==> src/hw/rtl/pcdd_pkg.sv <==
// Shared types and constants for the PI tilt controller with dead zone.
`default_nettype none

package pcdd_pkg;

    // Field widths
    localparam int POS_W   = 16;
    localparam int GAIN_W  = 24;
    localparam int MAG_W   = 16;
    localparam int FRAC_W  = 24;
    localparam int ACC_W   = MAG_W + FRAC_W;   // Q16.24 terms
    localparam int CFG_W   = 24;
    localparam int ADDR_W  = 3;
    localparam int OUT_W   = 40;               // 34 bits of fields, padded to bytes

    // Queue between classifier and PI datapath
    localparam int QDEPTH  = 4;
    localparam int QPTR_W  = $clog2(QDEPTH);
    localparam int QCNT_W  = $clog2(QDEPTH + 1);

    // Reset values of the configuration registers
    localparam logic signed [POS_W-1:0] TARGET_RST = '0;
    localparam logic [GAIN_W-1:0] PROP_GAIN_RST  = 24'd503316;
    localparam logic [GAIN_W-1:0] INTEG_GAIN_RST = 24'd2768;
    localparam logic [MAG_W-1:0]  DEAD_ZONE_RST  = 16'd100;
    localparam logic [MAG_W-1:0]  LIMIT_RST      = 16'd65535;

    // Register indexes
    typedef enum logic [ADDR_W-1:0] {
        REG_TARGET     = 3'd0,
        REG_PROP_GAIN  = 3'd1,
        REG_INTEG_GAIN = 3'd2,
        REG_DEAD_ZONE  = 3'd3,
        REG_LIMIT      = 3'd4
    } reg_idx_t;

    // Configuration register set
    typedef struct packed {
        logic signed [POS_W-1:0] target_position;
        logic [GAIN_W-1:0]       prop_gain;
        logic [GAIN_W-1:0]       integ_gain;
        logic [MAG_W-1:0]        dead_zone;
        logic [MAG_W-1:0]        drive_limit;
    } cfg_t;

    // Classified sample handed from front to back
    typedef struct packed {
        logic [MAG_W-1:0] error_size;
        logic             reverse;
        logic             inside_dead_zone;
    } item_t;

endpackage : pcdd_pkg

`default_nettype wire

==> src/hw/rtl/pi_controller_deadband_direction_top.sv <==
// Top level of the PI tilt controller with dead zone and direction output.
//
// Input stream s_*: one signed 16-bit axis sample per transfer in s_tdata.
// Output stream m_*: one result per sample, m_tdata holds from bit 0 up:
// drive_level[15:0], reverse[16], error_size[32:17], inside_dead_zone[33],
// zeros in [39:34].
// Config port: cfg_we writes cfg_data into register cfg_addr (0 target,
// 1 proportional gain, 2 integral gain, 3 dead zone, 4 drive limit); other
// indexes are ignored. Write only while no samples are in flight.
// Throughput: one sample per cycle while m_tready is high. Path from input
// transfer to m_tvalid: classifier register, queue, product stage,
// integral stage, output register. The integral add-and-clamp loop is a
// single register fed back through the clamp, which sets that rate.
// A 4-entry queue between classifier and datapath lets the input take samples
// after m_tready drops until queue and classifier fill; then s_tready falls.
// Reset clears the integral, all valid flags and loads the default gains.
`default_nettype none

module pi_controller_deadband_direction_top
    import pcdd_pkg::*;
(
    input  wire logic              clk,
    input  wire logic              rst_n,
    // sample stream
    input  wire logic              s_tvalid,
    output logic                   s_tready,
    input  wire logic [POS_W-1:0]  s_tdata,   // [15:0] measured_position
    // result stream
    output logic                   m_tvalid,
    input  wire logic              m_tready,
    output logic [OUT_W-1:0]       m_tdata,   // drive_level, reverse, error_size, inside_dead_zone
    // configuration writes
    input  wire logic              cfg_we,
    input  wire logic [ADDR_W-1:0] cfg_addr,
    input  wire logic [CFG_W-1:0]  cfg_data
);

    cfg_t  cfg_reg;
    logic  f_valid;
    logic  f_ready;
    item_t f_item;
    logic  q_valid;
    logic  q_ready;
    item_t q_item;

    // Configuration registers
    always_ff @(posedge clk or negedge rst_n)
    begin
        if (!rst_n)
        begin
            cfg_reg.target_position <= TARGET_RST;
            cfg_reg.prop_gain       <= PROP_GAIN_RST;
            cfg_reg.integ_gain      <= INTEG_GAIN_RST;
            cfg_reg.dead_zone       <= DEAD_ZONE_RST;
            cfg_reg.drive_limit     <= LIMIT_RST;
        end
        else if (cfg_we)
        begin
            case (cfg_addr)
                REG_TARGET:     cfg_reg.target_position <= cfg_data[POS_W-1:0];
                REG_PROP_GAIN:  cfg_reg.prop_gain       <= cfg_data[GAIN_W-1:0];
                REG_INTEG_GAIN: cfg_reg.integ_gain      <= cfg_data[GAIN_W-1:0];
                REG_DEAD_ZONE:  cfg_reg.dead_zone       <= cfg_data[MAG_W-1:0];
                REG_LIMIT:      cfg_reg.drive_limit     <= cfg_data[MAG_W-1:0];
                default:        ;
            endcase
        end
    end

    pcdd_front u_front (
        .clk       (clk),
        .rst_n     (rst_n),
        .cfg       (cfg_reg),
        .s_tvalid  (s_tvalid),
        .s_tready  (s_tready),
        .s_tdata   (s_tdata),
        .out_valid (f_valid),
        .out_ready (f_ready),
        .out_item  (f_item)
    );

    pcdd_queue u_queue (
        .clk        (clk),
        .rst_n      (rst_n),
        .push_valid (f_valid),
        .push_ready (f_ready),
        .push_item  (f_item),
        .pop_valid  (q_valid),
        .pop_ready  (q_ready),
        .pop_item   (q_item)
    );

    pcdd_back u_back (
        .clk      (clk),
        .rst_n    (rst_n),
        .cfg      (cfg_reg),
        .in_valid (q_valid),
        .in_ready (q_ready),
        .in_item  (q_item),
        .m_tvalid (m_tvalid),
        .m_tready (m_tready),
        .m_tdata  (m_tdata)
    );

    // Inside the dead zone the drive must be zero
    a_dead_zone_drive: assert property (@(posedge clk) disable iff (!rst_n)
        m_tvalid && m_tdata[33] |-> m_tdata[15:0] == 16'd0)
        else $error("drive nonzero inside dead zone");

    // Zero error never reports reverse direction
    a_zero_err_dir: assert property (@(posedge clk) disable iff (!rst_n)
        m_tvalid && m_tdata[32:17] == 16'd0 |-> !m_tdata[16])
        else $error("reverse set with zero error");

    // Padding bits stay clear
    a_pad_zero: assert property (@(posedge clk) disable iff (!rst_n)
        m_tvalid |-> m_tdata[39:34] == 6'd0)
        else $error("padding bits set");

endmodule : pi_controller_deadband_direction_top

`default_nettype wire

==> src/hw/rtl/pcdd_front.sv <==
// Front end: takes samples, forms the exact error, direction and dead-zone flag.
`default_nettype none

module pcdd_front
    import pcdd_pkg::*;
(
    input  wire logic             clk,
    input  wire logic             rst_n,
    input  wire cfg_t             cfg,
    input  wire logic             s_tvalid,
    output logic                  s_tready,
    input  wire logic [POS_W-1:0] s_tdata,
    output logic                  out_valid,
    input  wire logic             out_ready,
    output item_t                 out_item
);

    logic             valid_reg;
    item_t            item_reg;
    item_t            item_next;
    logic [POS_W:0]   err;
    logic [POS_W:0]   mag17;

    // Exact 17-bit error, sign and magnitude
    always_comb
    begin
        err   = {cfg.target_position[POS_W-1], cfg.target_position}
              - {s_tdata[POS_W-1], s_tdata};
        mag17 = err[POS_W] ? (~err + 1'b1) : err;
        item_next.reverse          = err[POS_W];
        item_next.error_size       = mag17[MAG_W-1:0];
        item_next.inside_dead_zone = (mag17[MAG_W-1:0] < cfg.dead_zone);
    end

    assign s_tready  = !valid_reg || out_ready;
    assign out_valid = valid_reg;
    assign out_item  = item_reg;

    // Stage register
    always_ff @(posedge clk or negedge rst_n)
    begin
        if (!rst_n)
        begin
            valid_reg <= 1'b0;
        end
        else if (s_tready)
        begin
            valid_reg <= s_tvalid;
        end
    end

    always_ff @(posedge clk)
    begin
        if (s_tready && s_tvalid)
        begin
            item_reg <= item_next;
        end
    end

endmodule : pcdd_front

`default_nettype wire

==> src/hw/rtl/pcdd_queue.sv <==
// Short flop queue decoupling the classifier from the PI datapath.
`default_nettype none

module pcdd_queue
    import pcdd_pkg::*;
(
    input  wire logic  clk,
    input  wire logic  rst_n,
    input  wire logic  push_valid,
    output logic       push_ready,
    input  wire item_t push_item,
    output logic       pop_valid,
    input  wire logic  pop_ready,
    output item_t      pop_item
);

    item_t              entry_reg [QDEPTH];
    logic [QPTR_W-1:0]  wr_ptr_reg;
    logic [QPTR_W-1:0]  rd_ptr_reg;
    logic [QCNT_W-1:0]  count_reg;
    logic               push;
    logic               pop;

    assign push_ready = (count_reg != QCNT_W'(QDEPTH));
    assign pop_valid  = (count_reg != '0);
    assign pop_item   = entry_reg[rd_ptr_reg];
    assign push       = push_valid && push_ready;
    assign pop        = pop_valid && pop_ready;

    // Pointers and fill count
    always_ff @(posedge clk or negedge rst_n)
    begin
        if (!rst_n)
        begin
            wr_ptr_reg <= '0;
            rd_ptr_reg <= '0;
            count_reg  <= '0;
        end
        else
        begin
            if (push)
            begin
                wr_ptr_reg <= (wr_ptr_reg == QPTR_W'(QDEPTH - 1)) ? '0 : wr_ptr_reg + 1'b1;
            end
            if (pop)
            begin
                rd_ptr_reg <= (rd_ptr_reg == QPTR_W'(QDEPTH - 1)) ? '0 : rd_ptr_reg + 1'b1;
            end
            if (push && !pop)
            begin
                count_reg <= count_reg + 1'b1;
            end
            else if (pop && !push)
            begin
                count_reg <= count_reg - 1'b1;
            end
        end
    end

    // Storage
    always_ff @(posedge clk)
    begin
        if (push)
        begin
            entry_reg[wr_ptr_reg] <= push_item;
        end
    end

endmodule : pcdd_queue

`default_nettype wire

==> src/hw/rtl/pcdd_back.sv <==
// Back end: gain products, saturating integral, drive sum and output register.
`default_nettype none

module pcdd_back
    import pcdd_pkg::*;
(
    input  wire logic  clk,
    input  wire logic  rst_n,
    input  wire cfg_t  cfg,
    input  wire logic  in_valid,
    output logic       in_ready,
    input  wire item_t in_item,
    output logic       m_tvalid,
    input  wire logic  m_tready,
    output logic [OUT_W-1:0] m_tdata
);

    logic              adv;
    // stage 1: products
    logic              s1_valid_reg;
    item_t             s1_item_reg;
    logic [ACC_W-1:0]  s1_p_reg;
    logic [ACC_W-1:0]  s1_i_reg;
    // stage 2: integral updated, P carried
    logic              s2_valid_reg;
    item_t             s2_item_reg;
    logic [ACC_W-1:0]  s2_p_reg;
    // integral state
    logic [ACC_W-1:0]  integral_reg;
    logic [ACC_W-1:0]  integral_next;
    // output
    logic              out_valid_reg;
    logic [OUT_W-1:0]  out_data_reg;
    logic [OUT_W-1:0]  out_data_next;

    logic [ACC_W:0]    i_sum;
    logic [ACC_W:0]    lim_fx;
    logic [ACC_W:0]    d_sum;
    logic [MAG_W:0]    d_int;
    logic [MAG_W-1:0]  drive;

    // Whole pipeline moves when the output slot is free or being taken
    assign adv      = !out_valid_reg || m_tready;
    assign in_ready = adv;
    assign m_tvalid = out_valid_reg;
    assign m_tdata  = out_data_reg;

    // Saturating integral update
    always_comb
    begin
        lim_fx = {1'b0, cfg.drive_limit, {FRAC_W{1'b0}}};
        i_sum  = {1'b0, integral_reg} + {1'b0, s1_i_reg};
        if (i_sum > lim_fx)
        begin
            integral_next = lim_fx[ACC_W-1:0];
        end
        else
        begin
            integral_next = i_sum[ACC_W-1:0];
        end
    end

    // Drive: integer part of P + I, clamped to the limit, zero in dead zone
    always_comb
    begin
        d_sum = {1'b0, s2_p_reg} + {1'b0, integral_reg};
        d_int = d_sum[ACC_W:FRAC_W];
        if (s2_item_reg.inside_dead_zone)
        begin
            drive = '0;
        end
        else if (d_int > {1'b0, cfg.drive_limit})
        begin
            drive = cfg.drive_limit;
        end
        else
        begin
            drive = d_int[MAG_W-1:0];
        end
        out_data_next = {6'd0, s2_item_reg.inside_dead_zone, s2_item_reg.error_size,
                         s2_item_reg.reverse, drive};
    end

    // Valid bits and integral state
    always_ff @(posedge clk or negedge rst_n)
    begin
        if (!rst_n)
        begin
            s1_valid_reg  <= 1'b0;
            s2_valid_reg  <= 1'b0;
            out_valid_reg <= 1'b0;
            integral_reg  <= '0;
        end
        else if (adv)
        begin
            s1_valid_reg  <= in_valid;
            s2_valid_reg  <= s1_valid_reg;
            out_valid_reg <= s2_valid_reg;
            if (s1_valid_reg && !s1_item_reg.inside_dead_zone)
            begin
                integral_reg <= integral_next;
            end
        end
    end

    // Payload registers
    always_ff @(posedge clk)
    begin
        if (adv)
        begin
            s1_item_reg  <= in_item;
            s1_p_reg     <= ACC_W'(in_item.error_size) * ACC_W'(cfg.prop_gain);
            s1_i_reg     <= ACC_W'(in_item.error_size) * ACC_W'(cfg.integ_gain);
            s2_item_reg  <= s1_item_reg;
            s2_p_reg     <= s1_p_reg;
            out_data_reg <= out_data_next;
        end
    end

endmodule : pcdd_back

`default_nettype wire
==> config.mk <==
export PLATFORM = sky130hd
export DESIGN_NAME = pi_controller_deadband_direction_top
export DESIGN_NICKNAME = d
export VERILOG_FILES = /design/src/hw/rtl/pcdd_pkg.sv /design/src/hw/rtl/pi_controller_deadband_direction_top.sv /design/src/hw/rtl/pcdd_front.sv /design/src/hw/rtl/pcdd_queue.sv /design/src/hw/rtl/pcdd_back.sv
export SDC_FILE = /design/constraint.sdc
export NUM_CORES = 2
export LEC_CHECK = 0
export ABC_AREA = 1
export BUFFER_PORTS_ARGS = -buffer_cell sky130_fd_sc_hd__clkbuf_2
export CORE_MARGIN = 2
export CORE_UTILIZATION = 48
export CTS_CLUSTER_DIAMETER = 150
export DETAILED_ROUTE_END_ITERATION = 16
export GPL_ROUTABILITY_DRIVEN = 0
export GPL_TIMING_DRIVEN = 0
export MAX_ROUTING_LAYER = met4
export PLACE_DENSITY = 0.77
export SYNTH_ARGS = -nofsm -noshare
export SYNTH_HDL_FRONTEND = slang
export SYNTH_SLANG_ARGS = --single-unit
==> constraint.sdc <==
create_clock -name clk -period 6.1 [get_ports clk]
set_input_delay 0.915 -clock clk [delete_from_list [all_inputs] [get_ports clk]]
set_output_delay 0.915 -clock clk [all_outputs]
set_load 0.005 [all_outputs]
# == Word level (Yosys, flattened, before mapping) ==
# Memories as Yosys holds them, arrays and structs flattened.
# Index checks and enable logic that the tools add are counted.
# word_totals
reg_bits,355
mem_bits_rw,72
input_bits,48
output_inout_bits,42
memories,1
# classes
n_addsub,8
n_mul,2
n_lt_le_gt_ge,3
n_eq_ne,7
mux,9
bitwise_logic,1
reduce_logical,22
# mem_list
memory,words,width,rd,rd_ports_with_merged_regs,write_ports,line,rtl
u_queue.entry_reg,4,18,1,0,1,pcdd_queue.sv:17,item_t entry_reg [QDEPTH];
# ops
op,n
adder 40 x 40 -> 41 bit,2
multiplier 16 x 24 -> 40 bit,2
> comparator 41 x 40 -> 1 bit,1
two-way mux 40 bit,1
two-way mux 16 bit,2
> comparator 17 x 16 -> 1 bit,1
subtractor 16 x 16 -> 17 bit,1
"adder 16 x 1 -> 16 bit, second input constant",1
less-than comparator 16 bit,1
NOT 16 bit,1
AND reduction 2 bit,6
"== test 3 x 2 -> 1 bit, second input constant",2
logical AND 1 bit,6
two-way mux 3 bit,2
zero test 1 bit,5
"adder 2 x 1 -> 2 bit, second input constant",2
"== test 2 bit, second input constant",2
two-way mux 2 bit,2
"adder 3 x 1 -> 3 bit, second input constant",1
"== test 3 x 1 -> 1 bit, second input constant",1
"== test 3 bit, second input constant",1
zero test 3 bit,1
"!= test 3 bit, second input constant",1
nonzero test 3 bit,1
other kinds (4),6

# == Longest topological paths before layout ==
# depth
word_depth,6
ltp_mapped,33
mapped_depth_nobuf,31

# == By module ==
# Synthesis repeated with hierarchy kept, for this count alone.
# hier_totals
cells_unflattened,6064
hier_area_um2,49063.3
# by_module_without_submodules
mod,n_inst,cells_each,area_per_inst_um2,seq_area_each_um2
pcdd_back,1,4986,39260.2,6781.5
pi_controller_deadband_direction_top,1,426,3952.5,2444.8
pcdd_queue,1,268,3350.7,2337.2
pcdd_front,1,384,2499.9,565.5

# == Worst setup path before layout ==
# OpenSTA, ideal clock, no wires.
# synth_timing
path_kind,register -> register
startpoint,reg u_queue.rd_ptr_reg[0]
endpoint,reg u_back.s1_i_reg[31] (data pin)
setup_ns,0.260
t_arrival_ns,6.490
path_slack_ns,-0.650
stages_incl_launch_ff,32
synth_period_minus_slack_ns,6.750
path_cell_list,dfrtp_1 clkbuf_1 buf_1 nand2_1 nand3_1 nand2_1 inv_1 clkbuf_1 nand2_1 fa_1 inv_1 fa_1 inv_1 fa_1 inv_1 fa_1 fa_1 inv_1 fa_1 inv_1 ha_1 a21oi_1 inv_1 a31oi_1 o21ai_0 a21boi_0 o21ai_0 nand2_1 nand2_1 nand2_1 nand2_1 xor2_1
# synth_between
elab_chain_len,2
# synth_lines
element,line,rtl
"start, declared",pcdd_queue.sv:19,logic [QPTR_W-1:0] rd_ptr_reg;
"start signal, assigned",pcdd_queue.sv:47,rd_ptr_reg <= (rd_ptr_reg == QPTR_W'(QDEPTH - 1)) ? '0 : rd_ptr_reg + 1'b1;
memory (4 x 18 bit),-,
multiplier 16 x 24 -> 40 bit,pcdd_back.sv:113,s1_i_reg <= ACC_W'(in_item.error_size) * ACC_W'(cfg.integ_gain);
"end signal, assigned",pcdd_back.sv:113,
"end, declared",pcdd_back.sv:23,logic [ACC_W-1:0] s1_i_reg;
# No other way between the ends.
# A chain may end at the register's enable or synchronous reset.

# == Final worst setup path ==
# Same ends and word-level chain as after synthesis.

==> impl_metrics.yaml <==
critical_path:
  timing_worst_setup_path_type: "flop to flop"
  cp-start-kind: "flop"
  end_kind: "flop"
  ff2ff_setup_slack_ns: -0.93
  crit_arrival_ns: 7.42
  critPathMaxFanout: 10
  reg2reg_depth: 27
  required_ns: 6.49
  timing.rr.start: "u_queue.rd_ptr_reg[0]"
  r2r-end: "u_back.s1_i_reg[31]"
synth:
  synth-simple-area-share: 0.1761
  yosysSeqAreaShare: 0.2597
  synth_top_family_by_area: "adder cells"
  synth_top_flop_cell: "edfxtp_1"
  syn_area_per_cell_sq_um: 8.470
  muxShareOfSynthArea: 0
  synth_cell_types: 53
  postSynth.asyncResetShare: 0.3443
  ys_ff_latch: 427
  synth_area_sq_um: 46700
  synth-edff-count: 280
  synth_cells: 5514
  synth_fa_ha_area_frac: 0.3635
  synth_compound_area_frac: 0.06882
  synth_xor_area_frac: 0.02513
  yosysWarnings: 0
sta:
  finalHoldViolations: 0
  fin_skew_ns: 0.04691
  tns_ns: -33.15
  setup_slack_ns: -0.9292
  slew_headroom: 0.2858
  rsz0062_at_grt: "true"
  setup_viol: 59
  whs_ns: 0.2358
  worst_pin_slew_ns: 1.071
  drv_slew: 0
  clock.fmax_ghz: 0.1423
  period_share: 1.152
  finalCriticalPeriod_ns: 7.029
floorplanning:
  coreArea_sq_um: 96570
  initial_utilization: 0.4837
  dieArea_sq_um: 99810
  rows: 114
  die_h_um: 315.9
  ios: 90
  die_w_um: 315.9
cts:
  insertion_delay_ns: 0.65
  cts_tree: "yes"
  cts_buffer_depth: 3
  cts_num_sinks: 427
  htree_levels: 2
  cts_root_buffer: "clkbuf_16"
  cts.clk_slew.worst_paths_ns: 0.07
  numCtsBuffers: 48
  ctsHoldBuffers: 0
finish:
  drive_gt1_frac: 0.1733
  fillers: 7243
  nets: 6922
  largest_register_ff_count: 96
  syn_to_final_growth_pct: 21.04
min_path:
  min_path_type: "primary input to asynchronous set/reset pin"
route:
  firstDrtPassIters: 11
  wl_per_cell_um: 23.62
  via_per_inst: 5.933
  vias: 42760
  route.detailed.drc: 0
  drtAntennaViolNets: 0
  drt_iter0_drc: 6203
  wl_mm: 170.2
grt:
  antenna_found_initial: 6
  grt_pass1_wl_mm: 228.1
  grt_usage: 0.3108
  grt_max_degree: 125
  grt_pass1_vias: 40880
  grt_overflow: 0
place:
  port_buffers: 83
  place_ws_ns: -1.775
  dp_hpwl_mm: 111.8
run_status:
  status: "complete, but fails checks"
  violations: "setup timing"
run:
  maxCapViolations: 0
## worst max path at each step
stage,start,to,slack (ns),cells after the start
6_report,u_queue.rd_ptr_reg[0],u_back.s1_i_reg[31],-0.93,27
5_1_grt,u_queue.rd_ptr_reg[0],u_back.s1_i_reg[31],-0.97,27
4_1_cts,u_queue.rd_ptr_reg[0],u_back.s1_p_reg[38],-0.41,27
3_5_place_dp,u_queue.rd_ptr_reg[0],u_back.s1_p_reg[38],-1.77,27
3_3_place_gp,m_tready,u_back.integral_reg[26],-2.32,9
2_1_floorplan,u_queue.rd_ptr_reg[0],u_back.s1_p_reg[35],-0.002,27
## synthesized netlist by cell type, types with 4 or more instances
master / number / area [sq um]
a31oi_1: 31 / 193.9
o211ai_1: 4 / 30.03
a21boi_0: 13 / 97.59
buf_2: 10 / 50.05
o21bai_1: 16 / 120.1
clkbuf_2: 6 / 30.03
inv_2: 6 / 22.52
nor2_1: 545 / 2046
edfxtp_1: 280 / 8408
or2_2: 5 / 31.28
o31ai_1: 6 / 45.04
nand2_1: 1264 / 4745
xor2_1: 86 / 753.2
nand3b_1: 12 / 90.09
dfrtp_1: 113 / 2828
buf_1: 26 / 97.59
nor2_2: 4 / 25.02
nor3_1: 20 / 100.1
o21ai_0: 215 / 1076
clkbuf_1: 121 / 454.2
nor4_1: 6 / 37.54
and3_1: 5 / 31.28
nand3_1: 164 / 820.8
o21a_1: 9 / 67.56
a21o_1: 17 / 127.6
clkinv_1: 13 / 48.80
ha_1: 373 / 4667
nand4_1: 38 / 237.7
o221ai_1: 4 / 35.03
a21oi_1: 225 / 1126
fa_1: 615 / 12310
dfstp_2: 34 / 893.4
xnor2_1: 48 / 420.4
buf_4: 7 / 52.55
o21ai_1: 24 / 120.1
inv_1: 1120 / 4204
## final cells by class
type | instances | area (sq um) | area share
plain buffers | 162 | 1728 | 0.03057
multi-input cells | 3781 | 32110 | 0.5680
diodes | 4 | 10.01 | 0.0001771
clock buffers | 62 | 1370 | 0.02424
flip-flops and latches | 427 | 12130 | 0.2146
repair inverters | 1 | 11.26 | 0.0001992
well taps | 1276 | 1597 | 0.02824
clock inverters | 28 | 346.6 | 0.006131
inverters | 1139 | 4418 | 0.07815
repair buffers | 326 | 2811 | 0.04973
## cells in the final DEF, fill, tap and decap left out, types with 18 or more instances in the layout
cell | netlist | routed
o21ai_2 | 2 | 21
o21ai_0 | 215 | 182
ha_1 | 373 | 332
ha_4 | 0 | 38
edfxtp_1 | 280 | 280
inv_2 | 6 | 63
dfrtp_1 | 113 | 112
o21ai_1 | 24 | 33
a21oi_4 | 1 | 24
buf_4 | 7 | 171
clkbuf_1 | 121 | 66
nand4_1 | 38 | 38
a31oi_1 | 31 | 21
nand3_2 | 2 | 24
nand3_1 | 164 | 130
nor2_1 | 545 | 493
nor2_2 | 4 | 37
dfstp_2 | 34 | 34
fa_2 | 0 | 47
a21oi_1 | 225 | 172
nor2_4 | 0 | 19
nand2_1 | 1264 | 1159
fa_1 | 615 | 568
buf_8 | 0 | 18
nand2_2 | 0 | 64
xnor2_1 | 48 | 44
buf_12 | 0 | 38
a21oi_2 | 2 | 32
buf_6 | 2 | 55
xor2_1 | 86 | 79
inv_1 | 1120 | 1049
clkbuf_16 | 0 | 80
clkbuf_2 | 6 | 93
nand2_4 | 2 | 33
## routing by layer
layer / wire [um] / vias to the layer above / track usage
met3: 23780 / 1321 / 0.08448
met5: 0 / - / -
met4: 18230 / 0 / 0.2331
li1: - / 17760 / -
met1: 56030 / 20030 / 0.3687
met2: 72190 / 3646 / 0.4520
## what timing repair did
item                       CTS  global route
cloned                       7             7
gates resized for setup    515           471
setup endpoints to repair   64            56
buffers inserted           115           114
pin swaps                  108           156
## metrics by stage
stage,instance area [sq um],util,std cells
after global placement,48870,0.5061,6878
after CTS,53990,0.5591,7095
after global routing,56530,0.5854,7204
after floorplan,46860,-,5519
after detailed placement,49010,0.5076,6884
final,56530,0.5854,7206
## kinds of logic after synthesis
kind of cell,count (synthesis)
adders and majority gates,988
buffers and inverters,1311
other,1
and+or+nand+nor,2069
DFF,427
xor gates and xnor gates,134
AOI/OAI and AO/OA,584
## critical path, cell delays in order (launching register included)
cell and delay, ns:
dfrtp_2 0.45, clkinv_4 0.15, buf_8 0.17, nand2_1 0.09
nand3_2 0.14, nand2_8 0.17, clkbuf_16 0.17, buf_8 0.15
nor2_1 0.08, fa_1 0.76, fa_1 0.57, fa_1 0.64
fa_1 0.45, fa_1 0.50, inv_1 0.05, fa_1 0.51
inv_1 0.08, ha_4 0.27, a21oi_2 0.15, inv_1 0.11
a31oi_1 0.22, a21boi_4 0.28, o21ai_2 0.10, nand2_1 0.08
nand2_2 0.08, nand2_1 0.08, nand2_1 0.06, xor2_1 0.16
Power is not shown: default switching activity piles up to over one toggle a cycle in this logic, so the estimate is an artifact.
